### config.mk
export PLATFORM = sky130hd
export DESIGN_NAME = midpoint_circle_span_generator_top
export DESIGN_NICKNAME = d
export VERILOG_FILES = /design/src/rtl/core/mcsg_pkg.sv /design/src/rtl/core/mcsg_front.sv /design/src/rtl/core/mcsg_cmd_queue.sv /design/src/rtl/core/mcsg_engine.sv /design/src/rtl/core/midpoint_circle_span_generator_top.sv
export SDC_FILE = /design/constraint.sdc
export NUM_CORES = 1
export LEC_CHECK = 0
export ABC_AREA = 1
export BUFFER_PORTS_ARGS = -buffer_cell sky130_fd_sc_hd__buf_2
export CORE_MARGIN = 2
export CORE_UTILIZATION = 50
export CTS_BUF_LIST = sky130_fd_sc_hd__clkbuf_2
export DETAILED_ROUTE_END_ITERATION = 8
export MAX_ROUTING_LAYER = met4
export PLACE_DENSITY = 0.8
export SYNTH_ARGS = -nofsm -noshare
export SYNTH_HDL_FRONTEND = slang
export SYNTH_SLANG_ARGS = --single-unit
### constraint.sdc
create_clock -name clk_i -period 4.36 [get_ports clk_i]
set_input_delay 0.872 -clock clk_i [delete_from_list [all_inputs] [get_ports clk_i]]
set_output_delay 0.872 -clock clk_i [all_outputs]
set_load 0.01 [all_outputs]
### src/rtl/core/mcsg_pkg.sv
`timescale 1ns / 1ps
// ----------------------------------------------------------------------------
// Midpoint circle span generator package
// Shared widths, the command item and the span result item.
// ----------------------------------------------------------------------------
package mcsg_pkg;

  localparam int unsigned MAX_RADIUS  = 60;
  localparam int unsigned COORD_BITS  = 10;
  localparam int unsigned RADIUS_BITS = 6;
  localparam int unsigned OUT_BITS    = COORD_BITS + 2;
  localparam int unsigned STEP_BITS   = 7;
  localparam int unsigned ODD_BITS    = 8;
  localparam int unsigned ERR_BITS    = 10;
  localparam int unsigned QUEUE_DEPTH = 2;
  localparam int unsigned QPTR_BITS   = $clog2(QUEUE_DEPTH);
  localparam int unsigned QCNT_BITS   = $clog2(QUEUE_DEPTH + 1);

  typedef struct packed {
    logic [COORD_BITS-1:0]  col;
    logic [COORD_BITS-1:0]  row;
    logic [RADIUS_BITS-1:0] radius;
  } circle_cmd_t;

  typedef struct packed {
    logic signed [OUT_BITS-1:0] wide_top_row;
    logic signed [OUT_BITS-1:0] wide_bottom_row;
    logic signed [OUT_BITS-1:0] wide_left;
    logic signed [OUT_BITS-1:0] wide_right;
    logic signed [OUT_BITS-1:0] narrow_top_row;
    logic signed [OUT_BITS-1:0] narrow_bottom_row;
    logic signed [OUT_BITS-1:0] narrow_left;
    logic signed [OUT_BITS-1:0] narrow_right;
    logic                       last_span;
  } span_t;

endpackage

### src/rtl/core/mcsg_front.sv
`timescale 1ns / 1ps
// ----------------------------------------------------------------------------
// Command front end
// Accepts circle commands, clamps the radius and drops zero-radius circles.
// ----------------------------------------------------------------------------
module mcsg_front import mcsg_pkg::*; (
  input  logic                   in_valid_i,
  output logic                   in_stall_o,
  input  logic [COORD_BITS-1:0]  center_col_i,
  input  logic [COORD_BITS-1:0]  center_row_i,
  input  logic [RADIUS_BITS-1:0] circle_radius_i,
  input  logic                   q_full_i,
  output logic                   q_push_o,
  output circle_cmd_t            q_cmd_o
);

  logic [RADIUS_BITS-1:0] radius_clamped;

  assign radius_clamped = (circle_radius_i > RADIUS_BITS'(MAX_RADIUS)) ?
                          RADIUS_BITS'(MAX_RADIUS) : circle_radius_i;

  assign in_stall_o     = q_full_i;
  assign q_push_o       = in_valid_i && !q_full_i && (circle_radius_i != '0);
  assign q_cmd_o.col    = center_col_i;
  assign q_cmd_o.row    = center_row_i;
  assign q_cmd_o.radius = radius_clamped;

endmodule

### src/rtl/core/mcsg_cmd_queue.sv
`timescale 1ns / 1ps
// ----------------------------------------------------------------------------
// Command queue
// A short first-in first-out queue between the front end and the span engine.
// ----------------------------------------------------------------------------
module mcsg_cmd_queue import mcsg_pkg::*; (
  input  logic        clk_i,
  input  logic        rst_ni,
  input  logic        push_i,
  input  circle_cmd_t push_cmd_i,
  output logic        full_o,
  input  logic        pop_i,
  output logic        empty_o,
  output circle_cmd_t pop_cmd_o
);

  circle_cmd_t          entry_q [QUEUE_DEPTH];
  logic [QPTR_BITS-1:0] wr_ptr_q, wr_ptr_d;
  logic [QPTR_BITS-1:0] rd_ptr_q, rd_ptr_d;
  logic [QCNT_BITS-1:0] count_q, count_d;
  logic                 do_push, do_pop;

  assign full_o    = (count_q == QCNT_BITS'(QUEUE_DEPTH));
  assign empty_o   = (count_q == '0);
  assign do_push   = push_i && !full_o;
  assign do_pop    = pop_i && !empty_o;
  assign pop_cmd_o = entry_q[rd_ptr_q];

  always_comb begin
    wr_ptr_d = wr_ptr_q;
    rd_ptr_d = rd_ptr_q;
    count_d  = count_q;
    if (do_push) begin
      wr_ptr_d = (wr_ptr_q == QPTR_BITS'(QUEUE_DEPTH - 1)) ? '0 : wr_ptr_q + 1'b1;
    end
    if (do_pop) begin
      rd_ptr_d = (rd_ptr_q == QPTR_BITS'(QUEUE_DEPTH - 1)) ? '0 : rd_ptr_q + 1'b1;
    end
    if (do_push && !do_pop) begin
      count_d = count_q + 1'b1;
    end else if (do_pop && !do_push) begin
      count_d = count_q - 1'b1;
    end
  end

  always_ff @(posedge clk_i or negedge rst_ni) begin
    if (!rst_ni) begin
      wr_ptr_q <= '0;
      rd_ptr_q <= '0;
      count_q  <= '0;
    end else begin
      wr_ptr_q <= wr_ptr_d;
      rd_ptr_q <= rd_ptr_d;
      count_q  <= count_d;
    end
  end

  always_ff @(posedge clk_i) begin
    if (do_push) begin
      entry_q[wr_ptr_q] <= push_cmd_i;
    end
  end

`ifndef NO_ASSERTIONS
  a_count_bound: assert property (@(posedge clk_i) disable iff (!rst_ni)
    count_q <= QCNT_BITS'(QUEUE_DEPTH))
    else $error("queue count exceeds depth");

  a_ptr_gap: assert property (@(posedge clk_i) disable iff (!rst_ni)
    (count_q == '0 || count_q == QCNT_BITS'(QUEUE_DEPTH)) |-> (wr_ptr_q == rd_ptr_q))
    else $error("queue pointers disagree with count");

  a_push_count: assert property (@(posedge clk_i) disable iff (!rst_ni)
    (do_push && !do_pop) |=> (count_q == $past(count_q) + 1'b1))
    else $error("queue count did not follow a push");
`endif

endmodule

### src/rtl/core/mcsg_engine.sv
`timescale 1ns / 1ps
// ----------------------------------------------------------------------------
// Span engine
// Runs one midpoint circle iteration per cycle while not stalled and registers each span item.
// ----------------------------------------------------------------------------
module mcsg_engine import mcsg_pkg::*; (
  input  logic        clk_i,
  input  logic        rst_ni,
  input  logic        q_empty_i,
  input  circle_cmd_t q_cmd_i,
  output logic        q_pop_o,
  output logic        out_valid_o,
  input  logic        out_stall_i,
  output span_t       span_o
);

  logic                         busy_q;
  logic [STEP_BITS-1:0]         step_x_q, step_y_q;
  logic [ODD_BITS-1:0]          odd_x_q, odd_y_q;
  logic signed [ERR_BITS-1:0]   err_q;
  logic [RADIUS_BITS:0]         diam_q;
  logic [COORD_BITS-1:0]        col_q, row_q;
  logic                         out_valid_q;
  span_t                        span_q;

  logic                         load;
  logic                         step_en;
  logic signed [ERR_BITS-1:0]   err_a, err_b;
  logic [STEP_BITS-1:0]         y_nxt;
  logic [ODD_BITS-1:0]          odd_y_nxt, odd_x_nxt;
  logic signed [STEP_BITS:0]    x_nxt;
  logic                         last;
  logic signed [OUT_BITS-1:0]   row_e, col_e, x_e, y_e;
  span_t                        span_d;

  assign load    = !out_valid_q || !out_stall_i;
  assign step_en = busy_q && load;
  assign q_pop_o = !busy_q && !q_empty_i;

  always_comb begin
    err_a     = err_q;
    y_nxt     = step_y_q;
    odd_y_nxt = odd_y_q;
    if (err_q <= 0) begin
      y_nxt     = step_y_q + 1'b1;
      err_a     = err_q + $signed({{(ERR_BITS - ODD_BITS){1'b0}}, odd_y_q});
      odd_y_nxt = odd_y_q + ODD_BITS'(2);
    end
    err_b     = err_a;
    x_nxt     = $signed({1'b0, step_x_q});
    odd_x_nxt = odd_x_q;
    if (err_a > 0) begin
      x_nxt     = $signed({1'b0, step_x_q}) - $signed((STEP_BITS + 1)'(1));
      odd_x_nxt = odd_x_q + ODD_BITS'(2);
      err_b     = err_a + $signed({{(ERR_BITS - ODD_BITS){1'b0}}, odd_x_nxt})
                        - $signed({{(ERR_BITS - RADIUS_BITS - 1){1'b0}}, diam_q});
    end
    last = x_nxt < $signed({1'b0, y_nxt});
  end

  assign row_e = $signed(OUT_BITS'(row_q));
  assign col_e = $signed(OUT_BITS'(col_q));
  assign x_e   = $signed(OUT_BITS'(step_x_q));
  assign y_e   = $signed(OUT_BITS'(step_y_q));

  always_comb begin
    span_d.wide_top_row      = row_e - y_e;
    span_d.wide_bottom_row   = row_e + y_e;
    span_d.wide_left         = col_e - x_e;
    span_d.wide_right        = col_e + x_e;
    span_d.narrow_top_row    = row_e - x_e;
    span_d.narrow_bottom_row = row_e + x_e;
    span_d.narrow_left       = col_e - y_e;
    span_d.narrow_right      = col_e + y_e;
    span_d.last_span         = last;
  end

  always_ff @(posedge clk_i or negedge rst_ni) begin
    if (!rst_ni) begin
      busy_q      <= 1'b0;
      out_valid_q <= 1'b0;
    end else begin
      if (q_pop_o) begin
        busy_q <= 1'b1;
      end else if (step_en && last) begin
        busy_q <= 1'b0;
      end
      if (step_en) begin
        out_valid_q <= 1'b1;
      end else if (!out_stall_i) begin
        out_valid_q <= 1'b0;
      end
    end
  end

  always_ff @(posedge clk_i) begin
    if (q_pop_o) begin
      step_x_q <= STEP_BITS'(q_cmd_i.radius) - 1'b1;
      step_y_q <= '0;
      odd_x_q  <= ODD_BITS'(1);
      odd_y_q  <= ODD_BITS'(1);
      err_q    <= $signed(ERR_BITS'(1)) - $signed(ERR_BITS'({q_cmd_i.radius, 1'b0}));
      diam_q   <= {q_cmd_i.radius, 1'b0};
      col_q    <= q_cmd_i.col;
      row_q    <= q_cmd_i.row;
    end else if (step_en) begin
      step_x_q <= x_nxt[STEP_BITS-1:0];
      step_y_q <= y_nxt;
      odd_x_q  <= odd_x_nxt;
      odd_y_q  <= odd_y_nxt;
      err_q    <= err_b;
    end
    if (step_en) begin
      span_q <= span_d;
    end
  end

  assign out_valid_o = out_valid_q;
  assign span_o      = span_q;

`ifndef NO_ASSERTIONS
  a_loop_order: assert property (@(posedge clk_i) disable iff (!rst_ni)
    busy_q |-> (step_y_q <= step_x_q))
    else $error("step y passed step x while busy");

  a_diam_range: assert property (@(posedge clk_i) disable iff (!rst_ni)
    busy_q |-> (diam_q >= (RADIUS_BITS + 1)'(2) &&
                diam_q <= (RADIUS_BITS + 1)'(2 * MAX_RADIUS)))
    else $error("diameter out of range while busy");

  a_last_ends: assert property (@(posedge clk_i) disable iff (!rst_ni)
    (step_en && last) |=> (!busy_q && out_valid_q && span_q.last_span))
    else $error("final span did not end the circle");
`endif

endmodule

### src/rtl/core/midpoint_circle_span_generator_top.sv
`timescale 1ns / 1ps
// A command that meets an idle engine is written into the queue, loaded into
// the engine, which then registers its first span item. Throughput: one span
// item per cycle while the output is not stalled; the engine takes the next
// command only after the last span of a circle; zero radius takes none. Reset
// is asynchronous and clears the queue, the engine busy flag and the output valid.
// ----------------------------------------------------------------------------
// Midpoint circle span generator
// Front end, command queue and span engine of the circle fill generator.
// ----------------------------------------------------------------------------
module midpoint_circle_span_generator_top import mcsg_pkg::*; (
  input  logic                       clk_i,
  input  logic                       rst_ni,
  input  logic                       in_valid_i,
  output logic                       in_stall_o,
  input  logic [COORD_BITS-1:0]      center_col_i,
  input  logic [COORD_BITS-1:0]      center_row_i,
  input  logic [RADIUS_BITS-1:0]     circle_radius_i,
  output logic                       out_valid_o,
  input  logic                       out_stall_i,
  output logic signed [OUT_BITS-1:0] wide_top_row_o,
  output logic signed [OUT_BITS-1:0] wide_bottom_row_o,
  output logic signed [OUT_BITS-1:0] wide_left_o,
  output logic signed [OUT_BITS-1:0] wide_right_o,
  output logic signed [OUT_BITS-1:0] narrow_top_row_o,
  output logic signed [OUT_BITS-1:0] narrow_bottom_row_o,
  output logic signed [OUT_BITS-1:0] narrow_left_o,
  output logic signed [OUT_BITS-1:0] narrow_right_o,
  output logic                       last_span_o
);

  logic        q_full, q_push, q_empty, q_pop;
  circle_cmd_t push_cmd, pop_cmd;
  span_t       span;

  mcsg_front u_front (
    .in_valid_i      (in_valid_i),
    .in_stall_o      (in_stall_o),
    .center_col_i    (center_col_i),
    .center_row_i    (center_row_i),
    .circle_radius_i (circle_radius_i),
    .q_full_i        (q_full),
    .q_push_o        (q_push),
    .q_cmd_o         (push_cmd)
  );

  mcsg_cmd_queue u_queue (
    .clk_i      (clk_i),
    .rst_ni     (rst_ni),
    .push_i     (q_push),
    .push_cmd_i (push_cmd),
    .full_o     (q_full),
    .pop_i      (q_pop),
    .empty_o    (q_empty),
    .pop_cmd_o  (pop_cmd)
  );

  mcsg_engine u_engine (
    .clk_i       (clk_i),
    .rst_ni      (rst_ni),
    .q_empty_i   (q_empty),
    .q_cmd_i     (pop_cmd),
    .q_pop_o     (q_pop),
    .out_valid_o (out_valid_o),
    .out_stall_i (out_stall_i),
    .span_o      (span)
  );

  assign wide_top_row_o      = span.wide_top_row;
  assign wide_bottom_row_o   = span.wide_bottom_row;
  assign wide_left_o         = span.wide_left;
  assign wide_right_o        = span.wide_right;
  assign narrow_top_row_o    = span.narrow_top_row;
  assign narrow_bottom_row_o = span.narrow_bottom_row;
  assign narrow_left_o       = span.narrow_left;
  assign narrow_right_o      = span.narrow_right;
  assign last_span_o         = span.last_span;

endmodule
# Word level (Yosys, flattened, before mapping)
# Memory sizes are Yosys's and may differ from the RTL's.
# Index checks and enable logic that the tools add are counted.
# classes
muxes,19
shifts,0
addsub,21
magnitude_cmp,4
multipliers,0
n_reduce_logical,24
div,0
n_bitwise,0
eq_ne,2
# ops
operator,n
$add A10 B7 Y11,4
$sub A10 B7 Y11,4
$mux W10,4
$mux W7,3
$add A10 B9 Y10,2
$add A8 B2 Y8 const B,2
$gt A10 B1 Y1 const B,1
$le A10 B1 Y1 const B,1
$sub A10 B8 Y10,1
$logic_and A1 B1 Y1,9
$lt A8 B8 Y1,1
$mux W1,8
$mux W8,1
$sub A1 B7 Y8 const A,1
$sub A7 B1 Y8 const B,1
$add A7 B1 Y7 const B,1
$logic_not A1 Y1,7
$sub A6 B1 Y7 const B,1
$gt A6 B6 Y1 const B,1
$mux W6,1
$reduce_bool A2 Y1,3
$reduce_bool A6 Y1,1
$mux W2,2
$reduce_and A2 Y1,2
other kinds (7),8
# totals
mem_count,1
ram_bits,52
regBits,169
inputBits,30
elab_cells,93
output_inout_bits,99
romBits,0
latch_bits,0
# memory_table
memory,words,width,read_ports,rd_ports_with_merged_regs,write_ports,line,source
u_queue.entry_q,2,26,1,0,1,mcsg_cmd_queue.sv:17,circle_cmd_t entry_q [QUEUE_DEPTH];

# Depth between registers and ports, before layout
# Gate-level depths: netlist of the first run.
# depth
depth_word,9
mapped_depth,29

# Modules after synthesis
# From an unflattened synthesis of the first run, not the netlist that was laid out.
# unflattened
cells_unflattened,1133
area_unflattened_um2,11494.8
# modules_own_cells
mod,seq_area_each_um2,area_per_inst_um2,cells_each,instances
mcsg_engine,4314.1,9117.5,925,1
mcsg_cmd_queue,1661.6,2138.3,167,1
mcsg_front,0.0,239.0,41,1

# Worst setup path before layout of the first run
# No wires, ideal clock.
# synth_path
kind,flip-flop to flip-flop
from,register u_engine.err_q[0]
to,register u_engine.busy_q
arrival_time_ns,3.554
period_less_slack_ns,3.755
path_slack_ns,0.605
setup_time_ns,0.201
required_ns,4.159
path_stages_with_launch,30
cell_sequence,edfxtp_1 > fa_1 > nand2_1 > nand3_1 > nand3_1 > nand2_1 > nand2_1 > a21oi_1 > o21ai_0 > xor2_1 > inv_1 > ha_1 > inv_1 > nor2_1 > nand2_1 > nor2_2 > nand3_2 > nand3_2 > nor3_2 > nand2_1 > xor2_1 > inv_1 > ha_1 > a21o_1 > nand3_1 > nand2_1 > inv_1 > nand2_1 > nand2_2 > a21oi_2
# synth_via
elab_chain_len,7
word_cells_on_any_way,9
classes_between,add/sub: 1; order compare: 3; mux: 3; reduce/logical: 2
# synth_rtl
element,line,source
"start, declared",mcsg_engine.sv:20,logic signed [ERR_BITS-1:0] err_q;
"start signal, assigned",mcsg_engine.sv:102,"err_q <= $signed(ERR_BITS'(1)) - $signed(ERR_BITS'({q_cmd_i.radius, 1'b0}));"
"start signal, assigned",mcsg_engine.sv:111,err_q <= err_b;
$add A10 B9 Y10 / $le A10 B1 Y1 (equally long branches),"mcsg_engine.sv:46, mcsg_engine.sv:44",
$mux W10,mcsg_engine.sv:44,if (err_q <= 0) begin
$gt A10 B1 Y1,mcsg_engine.sv:52,if (err_a > 0) begin
$mux W8,mcsg_engine.sv:52,
$lt A8 B8 Y1 *,mcsg_engine.sv:58,"last = x_nxt < $signed({1'b0, y_nxt});"
net u_engine.last,mcsg_engine.sv:32,logic last;
$logic_and A1 B1 Y1 *,mcsg_engine.sv:85,end else if (step_en && last) begin
$reduce_bool A2 Y1 (no source line) *,-,
"end signal, assigned",mcsg_engine.sv:80,busy_q <= 1'b0;
"end signal, assigned",mcsg_engine.sv:84,busy_q <= 1'b1;
"end signal, assigned",mcsg_engine.sv:86,busy_q <= 1'b0;
"end, declared",mcsg_engine.sv:17,logic busy_q;
# The timed path passes the listed nets; every way through them passes the cells marked *.
# A chain may end at the register's enable or synchronous reset.

# Worst setup path in the final report of the first run
# layout_path
from,register u_engine.err_q[1]
to,register u_engine.busy_q
# The elaborated chain is that of the path after synthesis.

==> metrics.csv, run 1 <==
metric,value,unit
whs_endpoint,u_queue.entry_q[0][18],
layout_min_cycle_time,4.05,ns
cp_slowest_stage_delay,0.46,ns
seq_area,0.00598,mm²
synth.cell_area,0.0112,mm²
period_share,92.8,%
globalplace.congestion,0.907,
die_y,154,µm
final_layout_size_suffix_gt1_share,19.7,%
hold_depth,1,
async_reset_ff_share,2.90,%
multi_input_area,0.00450,mm²
dp_slack,0.228,ns
fp-row-count,54,
tritoncts,yes,
grt_max_degree,84,
yosys-top-cells-count,"180 x edfxtp_1, 174 x nand2_1, 152 x inv_1",
yosys_warnings,0,
min_path_type,in -> reg,
synth.most_common_cell,edfxtp_1,
ys_seq_area_share,53.4,%
fp.coreArea,0.0219,mm²
io_buffers,124,
drc,0,
cpMaxStageDelayCell,edfxtp_1,
synth_edf_count,180,
grt_pass1_wl,38000,µm
clockRootBuffer,clkbuf_2,
fmax,0.247,GHz
hold_start,center_col_i[2],
worstPathRequired,5.03,ns
placed_cells,1442,
syn_to_final_growth,12.1,%
dieArea,0.0236,mm²
htree_levels,2,
drt-total-wl,24000,µm
synthTopCellsByArea,"edfxtp_1 48%, ha_1 9.6%, xor2_1 6.0%",
synth_ff_type,edfxtp_1,
overflow,0,
r2r_cells,29,
io_pins,129,
timing.rr.end,u_engine.busy_q,
startpoint_type,flip-flop,
grt_pass1_vias,7633,
clock_latency,0.82,ns
vias_per_cell,5.15,
drtIter0Drc,653,
synthCells,1064,
finalSetupTns,0,ns
status,finished clean,
numCtsBuffers,51,
critPathMaxFanout,4,
rr_startpoint,u_engine.err_q[1],
worst-setup-path-type,reg -> reg,
slew_headroom,29.7,%
fin_util,57.3,%
filler_cell_count,1894,
antenna_found_initial,1,
die_w,154,µm
dp_hpwl,17900,µm
finalSetupViolCount,0,
drv_cap,0,
ys_ff_latch,207,
rsz0062_at_grt,no,
synth.distinct_cells,46,
hold_violations,0,
final_antenna_net_count,0,
crit_top_cell,nand2_1,
tightest_slew,1.05,ns
synth_top_area_share,48.3,%
drt-wirelength-per-cell,15.6,µm
dr.pass1.iters,5,
path_clk_slew,0.10,ns
fin_nets,1348,
crit_arrival,4.71,ns
ff2ff_setup_slack,0.31,ns
synth_top_cell_by_area,edfxtp_1,
clk_path_buf_depth,3,
drv_slew,0,
track_usage,20.7,%
clock-sinks,207,
vias,7916,
fin_cells,1537,
fin_worst_skew,0.0437,ns
start_util,51.1,%
end_kind,flip-flop,
syn_area_per_cell,10.5,µm²
finalWorstSetupSlack,0.312,ns
layer usage:
layer	track usage (%)	up-vias	routed length, µm
met5	-	-	0
met4	6.12	0	391
met3	3.58	37	1910
met2	32.7	307	11100
met1	27.6	3691	10600
li1	-	3881	-
worst max-delay path, delay by kind of cell (launching register included):
kind | cells | cell delay (ns)
AO/OA/AOI/OAI | 4 | 0.46
XOR/XNOR | 2 | 0.39
adder cells (fa/ha/maj) | 3 | 0.92
buffers and inverters | 4 | 0.27
flip-flops | 1 | 0.46
AND/OR/NAND/NOR | 16 | 1.42
stage by stage:
step                      hold WS, ns  cell area (µm²)
after global routing            0.183            12500
after detailed placement        0.486            12100
final                           0.253            12500
after floorplan                 0.455            11200
after global placement          0.472            12100
after CTS                       0.182            12500
cell families (layout without fill, tap and decap cells):
kind of cell	after synthesis	count (layout)	share of synthesized area (%)
compound gates	174	174	8.88
xor+xnor	86	86	6.73
fa+ha+maj	101	101	12.3
buf+inv	190	379	6.86
flops	207	207	53.4
mux	2	2	0.179
other cells	1	5	0.0335
simple gates	303	303	11.6
timing repair:
action | in CTS | in global routing
hold buffers | 1 | 0
buffers inserted | 0 | 1
hold endpoints to repair | 6 | 0
endpoints found under the setup margin | 0 | 2
gates resized for setup | 0 | 5
layout by cell type (no fill, tap or decap), types with 2 or more instances in the layout:
cell and n:
inv_2 3, clkinvlp_4 2, conb_1 4, or2_2 5, fa_1 14, o21ai_1 3, a21boi_0 6, o31ai_1 14
nor2_1 57, nor2_2 4, mux2i_1 2, dfxtp_1 21, o21bai_1 12, nand2_2 9, clkinv_2 3, clkbuf_2 75
a211oi_1 3, buf_2 124, nand4_1 4, ha_1 86, inv_1 151, nor3_1 10, o22ai_1 5, nor3b_1 2
clkinv_1 12, o21ai_0 49, nand3_1 26, a211o_1 2, buf_4 7, xor2_1 76, dfrtp_1 6, nand3_2 3
xnor2_1 9, nand2_1 174, a21oi_1 73, nand2_4 3, edfxtp_1 180
registers in the layout, summed over array words and instances (netlist names), 2 cells and up:
signal	count
u_engine.span_o	85
u_queue.count_q	2
u_queue.entry_q	52
u_engine.step_x_q	7
u_engine.diam_q	6
u_engine.row_q	10
u_engine.err_q	10
u_engine.col_q	10
u_engine.odd_x_q	7
u_engine.step_y_q	7
u_engine.odd_y_q	7
worst max path at each step:
stage | startpoint | slack [ns] | endpoint | depth (start not counted)
floorplan | u_engine.err_q[0] | 0.61 | u_engine.busy_q | 29
global placement | u_engine.err_q[0] | 0.38 | u_engine.span_o[0] | 28
detailed placement | u_engine.err_q[0] | 0.23 | u_engine.span_o[0] | 28
CTS | u_engine.err_q[0] | 0.22 | u_engine.busy_q | 29
global route | u_engine.err_q[0] | 0.008 | u_engine.busy_q | 29
finish | u_engine.err_q[1] | 0.31 | u_engine.busy_q | 29
cell type report:
| cell class | count | share of cell area [%] |
|---|---|---|
| tap | 280 | 2.79 |
| multi-input combinational | 670 | 35.8 |
| antenna | 1 | 0.0199 |
| clock buffer | 75 | 2.99 |
| clock inverter | 17 | 0.628 |
| inverter | 155 | 4.65 |
| timing repair buffer | 132 | 5.44 |
| sequential | 207 | 47.6 |
Power of run 1 is not shown: default switching activity piles up to over one toggle a cycle in this logic, so the estimate is an artifact.
==> run 2, diff against run 1 <==
Settings changed: BUFFER_PORTS_ARGS -buffer_cell sky130_fd_sc_hd__buf_2 to unset, DONT_BUFFER_PORTS set to 1, PLACE_DENSITY 0.8 to 0.75.
==> run 2 against run 1 <==
Setup slack better by 0.017 ns; critical endpoint is now u_engine.span_o[0]; clock-buffer cell count is 1 higher; largest cell class unchanged; first-iteration DRC count is 4.9% lower; cell count is 7.7% lower; die area stayed put; routed wire length is 1.2% lower; critical path type unchanged; highest routed layer unchanged; cell area is 4.7% lower; utilization is 2.7 points lower; clock skew is 0.024 ns higher; worst hold slack worse by 0.10 ns.
==> metrics.csv, run 2 (synthesized netlist as in run 1, its figures left out) <==
metric,value,unit
status,finished clean,
drt-wirelength-per-cell,16.7,µm
numCtsBuffers,51,
period_share,92.4,%
die_y,154,µm
drtIter0Drc,621,
fp.coreArea,0.0219,mm²
crit_arrival,4.54,ns
clockRootBuffer,clkbuf_2,
final_layout_size_suffix_gt1_share,11.6,%
mostFrequentLayoutCell,edfxtp_1,
dpl_cell_area,0.0115,mm²
tightest_slew,0.729,ns
drt-total-wl,23700,µm
min_path_type,in -> reg,
dp_slack,0.280,ns
grt_pass1_wl,37500,µm
tritoncts,yes,
crit_top_cell,nand2_1,
final_cell_mix,"180 x edfxtp_1, 174 x nand2_1, 151 x inv_1",
htree_levels,2,
syn_to_final_growth,6.86,%
critPathMaxFanout,3,
startpoint_type,flip-flop,
multi_input_area,0.00450,mm²
io_buffers,0,
seq_area,0.00598,mm²
finalSetupViolCount,0,
dieArea,0.0236,mm²
drv_cap,0,
vias,7445,
dp_hpwl,17400,µm
cp_slowest_stage_delay,0.47,ns
largest_reg_flops,85,
slew_headroom,50.9,%
die_w,154,µm
cpMaxStageDelayCell,edfxtp_1,
clock-sinks,207,
antenna_found_initial,1,
fmax,0.248,GHz
vias_per_cell,5.25,
clock_latency,0.81,ns
grt_pass1_vias,7183,
start_util,51.1,%
path_clk_slew,0.12,ns
worstPathRequired,4.87,ns
finalWorstSetupSlack,0.329,ns
dr.pass1.iters,4,
overflow,0,
finish.instance_area,0.0120,mm²
end_kind,flip-flop,
final_antenna_net_count,0,
grt_max_degree,43,
hold_violations,0,
io_pins,129,
worst-setup-path-type,reg -> reg,
layout_min_cycle_time,4.03,ns
drv_slew,0,
clk_path_buf_depth,3,
drc,0,
finalSetupTns,0,ns
globalplace.congestion,0.928,
fin_worst_skew,0.0674,ns
track_usage,20.4,%
fp-row-count,54,
filler_cell_count,1915,
fin_nets,1230,
[run 2: changes by cell type in the layout (fill, tap and decap cells not counted), moves of 2 or more]
| cell | change |
|---|---|
| buf_2 | -124 |
| buf_4 | +6 |
| clkinv_2 | +3 |
| clkinv_1 | -2 |
| clkinvlp_4 | -2 |
[run 2: metal layers]
metal	share of wire (%)	GRT usage (%)	vias to the layer above
met1	44	28.1	3444
met3	9.5	5.27	62
met2	43	29.3	303
met4	3.2	7.47	0
li1	-	-	3636
met5	0	-	-
[run 2: repair_timing]
action                                  CTS  global route
endpoints found under the hold margin     6             0
resized for setup                         0             5
endpoints found under the setup margin    0             2
hold buffers                              1             0
setup buffers                             0             4
[run 2: worst paths after layout]
check | startpoint | to | slack (ns) | cells after the start
setup / recovery | u_engine.err_q[0] | u_engine.span_o[0] | 0.33 | 28
hold / removal | circle_radius_i[2] | u_queue.entry_q[0][2] | 0.15 | 0
setup reg to reg | u_engine.err_q[0] | u_engine.span_o[0] | 0.33 | 28
hold reg to reg | u_queue.entry_q[1][21] | u_engine.col_q[5] | 0.50 | 2
max in group asynchronous | rst_ni | u_engine.out_valid_o | 3.72 | 1
min in group asynchronous | rst_ni | u_queue.wr_ptr_q | 0.39 | 1
[run 2: area by class of cell]
type	instances	area share, %
sequential	207	50.0
timing repair buffer	14	0.900
clock buffer	76	3.18
clock inverter	16	0.554
multi-input combinational	670	37.6
inverter	155	4.87
tap	280	2.93
antenna	1	0.0209
[run 2: per-stage QoR]
step           hold slack (ns)  utilization (%)  instances
4_1_cts                 0.0820             54.4       1414
6_report                 0.152             54.6       1419
3_5_place_dp             0.484             52.3       1321
5_1_grt                  0.101             54.6       1419
3_3_place_gp             0.479             52.3       1321
2_1_floorplan            0.455                -       1067
[run 2: worst max-delay path: cells and delay by family, from the launching register on]
family          cells  cell delay [ns]
flops               1             0.47
buf+inv             4             0.25
simple gates       16             1.38
xor+xnor            2             0.38
fa+ha+maj           3             0.92
compound gates      3             0.36
Power of run 2 is left out for the same reason.
==> run 3, diff against run 2 <==
Settings changed: CORE_UTILIZATION 50 to 60, PLACE_DENSITY 0.75 to 0.86.
==> run 3 against run 2 <==
Largest cell class unchanged; setup slack gained 0.030 ns; routed wire length fell by 2.4%; clock skew down 0.016 ns; worst hold slack worse by 0.014 ns; non-clock buffer count fell by 3; sequential cell count unchanged; critical endpoint is now u_engine.busy_q; register-to-register slack gained 0.03 ns.
==> metrics.csv, run 3 (synthesized netlist as in run 1, its figures left out) <==
metric,value,unit
status,finished clean,
final_cell_mix,"180 x edfxtp_1, 174 x nand2_1, 151 x inv_1",
fp.coreArea,0.0181,mm²
tritoncts,yes,
filler_cell_count,1355,
path_clk_slew,0.11,ns
final_layout_size_suffix_gt1_share,10.8,%
drt-wirelength-per-cell,16.9,µm
dieArea,0.0198,mm²
die_y,141,µm
track_usage,23.6,%
clockRootBuffer,clkbuf_2,
clock-sinks,207,
antenna_found_initial,1,
syn_to_final_growth,6.45,%
overflow,0,
vias_per_cell,5.58,
grt_pass1_vias,7253,
largest_reg_flops,85,
min_path_type,in -> reg,
htree_levels,2,
clk_path_buf_depth,3,
drv_slew,0,
finalSetupViolCount,0,
hold_violations,0,
end_kind,flip-flop,
die_w,141,µm
slew_headroom,34.3,%
crit_top_cell,nand2_1,
multi_input_area,0.00448,mm²
fp-row-count,49,
final_antenna_net_count,0,
fmax,0.250,GHz
finalSetupTns,0,ns
io_pins,129,
tightest_slew,0.984,ns
start_util,61.7,%
seq_area,0.00598,mm²
startpoint_type,flip-flop,
critPathMaxFanout,4,
fin_nets,1226,
worst-setup-path-type,reg -> reg,
fin_worst_skew,0.0513,ns
drtIter0Drc,606,
grt_pass1_wl,35700,µm
globalplace.congestion,0.974,
vias,7618,
rsz0062_at_grt,no,
cp_slowest_stage_delay,0.46,ns
drt-total-wl,23100,µm
worstPathRequired,5.05,ns
hold_start,circle_radius_i[2],
layout_min_cycle_time,4.00,ns
mostFrequentLayoutCell,edfxtp_1,
drv_cap,0,
period_share,91.8,%
grt_max_degree,49,
drc,0,
dr.pass1.iters,5,
dp_hpwl,17000,µm
rr_startpoint,u_engine.err_q[1],
cpMaxStageDelayCell,edfxtp_1,
clock_latency,0.84,ns
numCtsBuffers,50,
io_buffers,0,
crit_arrival,4.69,ns
crit_start,u_engine.err_q[1],
## run 3: through the flow
stage,util [%],hold slack [ns],cells,cell area [µm²],setup WS [ns]
after CTS,65.6,0.0602,1364,11900,0.382
after global placement,62.8,0.478,1270,11400,0.431
after floorplan,-,0.455,1067,11200,0.605
after detailed placement,62.8,0.484,1270,11400,0.391
final,65.7,0.139,1366,11900,0.360
after global routing,65.7,0.0580,1366,11900,0.00728
## run 3: routing by layer
metal	global-route usage [%]	wire [µm]	share of wire [%]	vias up
met1	30.5	9610	42	3569
met2	36.6	10800	47	368
met4	9.68	602	2.6	0
met5	-	0	0	-
met3	5.06	2140	9.2	52
li1	-	-	-	3629
## run 3: path summary, 6_finish.rpt
kind,endpoint,slack [ns],cells after the start
max,u_engine.busy_q,0.36,29
min,u_queue.entry_q[1][2],0.14,0
max reg2reg,u_engine.busy_q,0.36,29
min reg2reg,u_engine.col_q[1],0.51,2
max in group asynchronous,u_queue.wr_ptr_q,3.76,1
min in group asynchronous,u_engine.out_valid_o,0.36,1
## run 3: cell type report
class                           instances  share of cell area, %
Sequential cell                       207                   50.2
Multi-Input combinational cell        670                   37.6
Inverter                              155                   4.89
Clock buffer                           71                   2.98
Tap cell                              229                   2.40
Clock inverter                         22                   1.22
Timing Repair Buffer                   11                  0.714
Antenna cell                            1                 0.0210
## run 3: what timing repair did
action	in CTS	in global routing
setup buffers	0	1
endpoints found under the setup margin	0	2
endpoints found under the hold margin	6	0
hold buffers	1	0
resized for setup	0	1
## run 3: worst max-delay path, delay by kind of cell (launching register included)
kind / cells / cell delay (ns)
XOR/XNOR: 2 / 0.39
adder cells (fa/ha/maj): 3 / 0.94
buffers and inverters: 4 / 0.25
AO/OA/AOI/OAI: 4 / 0.48
AND/OR/NAND/NOR: 16 / 1.38
flip-flops: 1 / 0.46
Power of run 3 is left out for the same reason.
